$ cat config.mk
export PLATFORM = sky130hd
export DESIGN_NAME = dap_mul
export DESIGN_NICKNAME = d
export VERILOG_FILES = /design/src/rtl/dihedral_angle_from_four_points_unit_assert.svh /design/src/rtl/dap_pkg.sv /design/src/rtl/dap_mul.sv
export SDC_FILE = /design/constraint.sdc
export NUM_CORES = 2
export LEC_CHECK = 0
export BUFFER_PORTS_ARGS = -buffer_cell sky130_fd_sc_hd__buf_2
export CAP_MARGIN = 30
export CORE_UTILIZATION = 55
export CTS_CLUSTER_SIZE = 14
export DETAILED_ROUTE_END_ITERATION = 8
export GPL_TIMING_DRIVEN = 0
export PLACE_DENSITY = 0.71
export SLEW_MARGIN = 0
export SYNTH_ARGS = -nofsm -noshare
export SYNTH_HDL_FRONTEND = slang
export SYNTH_SLANG_ARGS = --single-unit
$ cat constraint.sdc
create_clock -name clk -period 16.41 [get_ports clk]
set_input_delay 2.4615 -clock clk [delete_from_list [all_inputs] [get_ports clk]]
set_output_delay 2.4615 -clock clk [all_outputs]
set_load 0.03 [all_outputs]
$ cat src/rtl/dihedral_angle_from_four_points_unit_assert.svh
// assertion macros for the top-level rtl file
`ifndef DIHEDRAL_ANGLE_FROM_FOUR_POINTS_UNIT_ASSERT_SVH
`define DIHEDRAL_ANGLE_FROM_FOUR_POINTS_UNIT_ASSERT_SVH
`ifndef SYNTHESIS
// same-cycle implication, ignored during reset
`define DAP_ASSERT_IMPLIES(lbl, clk, rst, ante, cons, msg) \
  lbl: assert property (@(posedge clk) disable iff (rst) (ante) |-> (cons)) else $error(msg);
// next-cycle implication, also checked across reset
`define DAP_ASSERT_NEXT(lbl, clk, ante, cons, msg) \
  lbl: assert property (@(posedge clk) (ante) |=> (cons)) else $error(msg);
`else
`define DAP_ASSERT_IMPLIES(lbl, clk, rst, ante, cons, msg)
`define DAP_ASSERT_NEXT(lbl, clk, ante, cons, msg)
`endif
`endif

$ cat src/rtl/dap_pkg.sv
// shared types, constants and the cordic angle table
package dap_pkg;

  localparam int MUL_DIGIT    = 8;
  localparam int CORDIC_STEPS = 30;
  localparam int NORM_BITS    = 40;
  localparam int THETA_W      = 36;
  localparam logic signed [THETA_W-1:0] PI_Q30 = 36'sd3373259426;

  typedef struct packed {
    logic v;
    logic deg;
    logic zero;
    logic qx;
    logic qy;
  } dap_flags_t;

  // floor(atan(2^-i) * 2^30)
  function automatic logic [31:0] atan_entry(input int i);
    logic [31:0] r;
    case (i)
      0:  r = 32'h3243F6A8;
      1:  r = 32'h1DAC6705;
      2:  r = 32'h0FADBAFC;
      3:  r = 32'h07F56EA6;
      4:  r = 32'h03FEAB76;
      5:  r = 32'h01FFD55B;
      6:  r = 32'h00FFFAAA;
      7:  r = 32'h007FFF55;
      8:  r = 32'h003FFFEA;
      9:  r = 32'h001FFFFD;
      10: r = 32'h000FFFFF;
      default: r = (32'd1 << (30 - i)) - 32'd1;
    endcase
    return r;
  endfunction

endpackage

$ cat src/rtl/dap_mul.sv
// pipelined signed multiplier, one digit of b per stage
module dap_mul #(
  parameter int WA = 33,
  parameter int WB = 33
) (
  input  logic                    clk,
  input  logic                    rst,
  input  logic                    vin,
  input  logic signed [WA-1:0]    a,
  input  logic signed [WB-1:0]    b,
  output logic                    vout,
  output logic signed [WA+WB-1:0] p
);
  import dap_pkg::*;
  localparam int NST = (WB + MUL_DIGIT - 1) / MUL_DIGIT;
  localparam int BX  = NST * MUL_DIGIT;
  localparam int XW  = WA + WB + MUL_DIGIT + 1;

  logic signed [WA-1:0] a_s   [NST];
  logic signed [BX-1:0] b_s   [NST];
  logic signed [XW-1:0] acc   [NST];
  logic [NST-1:0]       v_s;
  logic signed [BX-1:0] b_ext;

  assign b_ext = BX'(b);

  for (genvar i = 0; i < NST; i++) begin : g_st
    logic signed [WA-1:0]      src_a;
    logic signed [BX-1:0]      src_b;
    logic signed [XW-1:0]      src_acc;
    logic                      src_v;
    logic signed [MUL_DIGIT:0] dg;
    logic signed [XW-1:0]      pp;

    if (i == 0) begin : g_first
      assign src_a   = a;
      assign src_b   = b_ext;
      assign src_acc = '0;
      assign src_v   = vin;
    end else begin : g_next
      assign src_a   = a_s[i-1];
      assign src_b   = b_s[i-1];
      assign src_acc = acc[i-1];
      assign src_v   = v_s[i-1];
    end

    // top digit carries the sign
    if (i == NST - 1) begin : g_top
      assign dg = {src_b[BX-1], src_b[i*MUL_DIGIT +: MUL_DIGIT]};
    end else begin : g_low
      assign dg = {1'b0, src_b[i*MUL_DIGIT +: MUL_DIGIT]};
    end

    assign pp = (XW'(src_a) * XW'(dg)) <<< (i * MUL_DIGIT);

    always_ff @(posedge clk) begin
      if (rst) v_s[i] <= 1'b0;
      else     v_s[i] <= src_v;
    end

    always_ff @(posedge clk) begin
      a_s[i] <= src_a;
      b_s[i] <= src_b;
      acc[i] <= src_acc + pp;
    end
  end

  assign vout = v_s[NST-1];
  assign p    = acc[NST-1][WA+WB-1:0];
endmodule

==> flow_summary_export.csv <==
group,metric,value,unit
global_routing,grt_pass1_wl,221.4,mm
logic_synthesis,ys_warn_count,0,
placement,io_buffers,135,
critical_path,worst-r2r-setup-slack,6.93,ns
floorplanning,die_area,112100,um2
critical_path,cpPeakStageDelay,0.87,ns
route,drc,0,
route,wire_per_inst,16.33,um
clock_network,cts.repair.resized,0,
logic_synthesis,synth_edf_count,0,
flow_run,max_cap_viol_count,0,
clock_network,clock_sinks,495,
critical_path,critPathRequiredTime,16.92,ns
timing,report.final.setup_viol,0,
global_routing,antenna_found_initial,1,
floorplanning,fp.dieH,334.8,um
run_status,outcome,"complete, no violations",
timing,relSlewSlack,0.3663,
timing,rsz0062_at_grt,"no",
logic_synthesis,synth_top_area_frac,0.3251,
clock_network,path_clk_slew,0.06,ns
critical_path,worstPathCellList,"clkbuf_1 > nand2_1 > fa_1 > fa_1 > inv_1 > fa_1 > inv_1 > fa_1 > inv_1 > ha_1 > a21boi_0 > o21ai_0 > a21oi_1 > a2111oi_0 > nor2_1 > a41oi_1 > o21ai_0 > xor2_1 > ha_1 > nand4_1 > or2_2 > a2111oi_0 > o221ai_1 > o311ai_1",
timing,tightest_slew,0.9266,ns
logic_synthesis,syn_inst,6597,
timing,drv_slew,0,
critical_path,worstPathArrival,10.00,ns
critical_path,critPathBufInv,4,
clock_network,postCtsHoldBufs,0,
logic_synthesis,synthArstFlopShare,0,
finish,final_layout_size_suffix_gt1_frac,0.05146,
route,ant_nets,0,
logic_synthesis,yosys-top-cells-count,"inv_1, fa_1, and2_1",
worst_hold_path,min-delay-start,"acc[0][159]",
floorplanning,fp.dieW,334.8,um
critical_path,critPathKind,"flop to flop",
finish,fillers,9448,
logic_synthesis,ys_types,86,
global_routing,grtUsageTotal,0.2473,
worst_hold_path,worstHoldPathCells,0,
timing,max_clock_freq,105.5,MHz
logic_synthesis,syn_avg_cell_area,9.231,um2
logic_synthesis,yosysSeqAreaShare,0.1627,
logic_synthesis,netlist_top_cells_area,"fa_1, dfxtp_1, ha_1, inv_1, and2_1",
global_routing,overflow,0,
critical_path,r2r-end,"acc[0][124]",
finish,syn_to_final_growth,7.485,%
route,drt_iter0_markers,1734,
finish,insertedDiodeCount,0,
placement,gp_congestion,0.9255,
finish,regArea,9910,um2
finish,multi_input_area,45110,um2
clock_network,clk_latency,0.68,ns
floorplanning,rows,121,
worst_hold_path,hold_path_class,"flop to flop",
logic_synthesis,synth-seq-cells,495,
route,routed_via_density,5.196,
critical_path,cpMostUsedCell,"fa_1",
placement,place_hpwl,118.6,mm
timing,hold_viol,0,
clock_network,cts_tree,"yes",
logic_synthesis,synth_ff_type,"dfxtp_1",
timing,finalClockSkew,0.03246,ns
clock_network,cts.htree.levels,2,
critical_path,cp_top_family,"compound AO/OA/AOI/OAI gates",
floorplanning,io_pins,136,
clock_network,post_cts_buffers,0,
timing,layout_min_cycle_time,9.483,ns
logic_synthesis,synth_top_area_cell,"fa_1",
timing,fin_crit_sh,0.5779,
clock_network,numCtsBuffers,57,
critical_path,r2r_start,"b_s[0][13]",
global_routing,grt_max_degree,17,
clock_network,root_buffer,"clkbuf_16",
clock_network,cts_buffer_depth,3,
worst_hold_path,holdPathEnd,"acc[0][234]",
floorplanning,coreArea,109300,um2
critical_path,cpMaxStageDelayCell,"a2111oi_0",
logic_synthesis,syn_nets,8223,
floorplanning,floorplan.initialDensity,0.5571,
critical_path,worstSetupStartpointType,"flop",
route,num_vias,43210,
logic_synthesis,yosysMostFrequentCell,"inv_1",
global_routing,grt_pass1_vias,45220,
critical_path,worstRegToRegCells,24,
timing,setup_tns,0,ns
finish,fin_nets,8419,
critical_path,critPathCaptureType,"flop",
critical_path,cp_max_fo,10,
route,drt_pre_antenna_iters,7,
route,drt_wl_total,135.8,mm
logic_synthesis,syn-cell-area,60900,um2
[worst register-to-register path, stage by stage (launching register included)]
cell and delay [ns]:
dfxtp_1 0.62, clkbuf_1 0.55, nand2_1 0.18, fa_1 0.54
fa_1 0.50, inv_1 0.05, fa_1 0.53, inv_1 0.05
fa_1 0.53, inv_1 0.04, ha_1 0.33, a21boi_0 0.16
o21ai_0 0.28, a21oi_1 0.28, a2111oi_0 0.87, nor2_1 0.33
a41oi_1 0.39, o21ai_0 0.17, xor2_1 0.16, ha_1 0.40
nand4_1 0.20, or2_2 0.34, a2111oi_0 0.71, o221ai_1 0.43
o311ai_1 0.66
[through the flow]
stage                     std cells  utilization  instance area, um2  setup WS [ns]  hold WS (ns)
final                          8316       0.5988               65460          6.927        0.3203
after global placement         8208       0.5802               63420          6.595        0.3095
after detailed placement       8210       0.5803               63430          7.150        0.3121
after global routing           8316       0.5988               65460          6.564        0.3286
after floorplan                6597            -               60900          8.885        0.3096
after CTS                      8316       0.5988               65460          7.088        0.3205
[how the worst max path moves through the flow]
| stage | from | to | slack (ns) | cells after the start |
|---|---|---|---|---|
| 2_1_floorplan | b_s[0][10] | acc[0][126] | 8.88 | 29 |
| 3_3_place_gp | b_s[0][13] | acc[0][124] | 6.59 | 24 |
| 3_5_place_dp | b_s[0][13] | acc[0][124] | 7.15 | 24 |
| 4_1_cts | b_s[0][13] | acc[0][124] | 7.09 | 24 |
| 5_1_grt | b_s[0][13] | acc[0][140] | 6.56 | 28 |
| 6_report | b_s[0][13] | acc[0][124] | 6.93 | 24 |
[state kept, by name, summed over array words and instances (netlist names)]
register / cells
g_st.src_v: 4
vout: 1
acc: 306
a_s: 132
b_s: 52
[metal layers]
layer	track usage	routed length, um	part of all wire
met4	0.1128	6772	0.050
met5	0	12	0.000088
met2	0.4503	68170	0.50
met1	0.2954	56930	0.42
met3	0.02070	3878	0.029
[kinds of logic after synthesis]
family	count (synthesis)	synth area share
AO/OA/AOI/OAI	925	0.09959
XOR/XNOR	336	0.04832
adder cells (fa/ha/maj)	1557	0.4418
buffers and inverters	1499	0.09648
flip-flops	495	0.1627
multiplexers	4	0.0006780
AND/OR/NAND/NOR	1781	0.1504
[final cells by class]
class,instances,area share
multi-input cells,4603,0.6892
flip-flops and latches,495,0.1514
inverters,1295,0.07426
well taps,1476,0.02821
clock buffers,64,0.02265
plain buffers,204,0.01550
repair buffers,137,0.01046
clock inverters,42,0.008315
[cell usage in the layout, fill, tap and decap left out, drive strengths merged, types with 16 or more instances in the layout]
cell type / n
and3: 28
xor2: 99
nand3: 65
a31oi: 31
nor2: 171
nor3: 49
a21oi: 293
xnor2: 237
o21ai: 155
ha: 568
fa: 989
nand4: 31
nand2: 601
buf: 205
a21o: 186
o21bai: 41
nand2b: 49
and2: 666
a211oi: 30
dfxtp: 495
clkbuf: 200
o211ai: 20
o21a: 32
nor2b: 56
clkinv: 16
inv: 1305
Power is left out: the tool's default activity adds up to more than one toggle a clock period on the data nets, which glitch-free logic cannot reach.
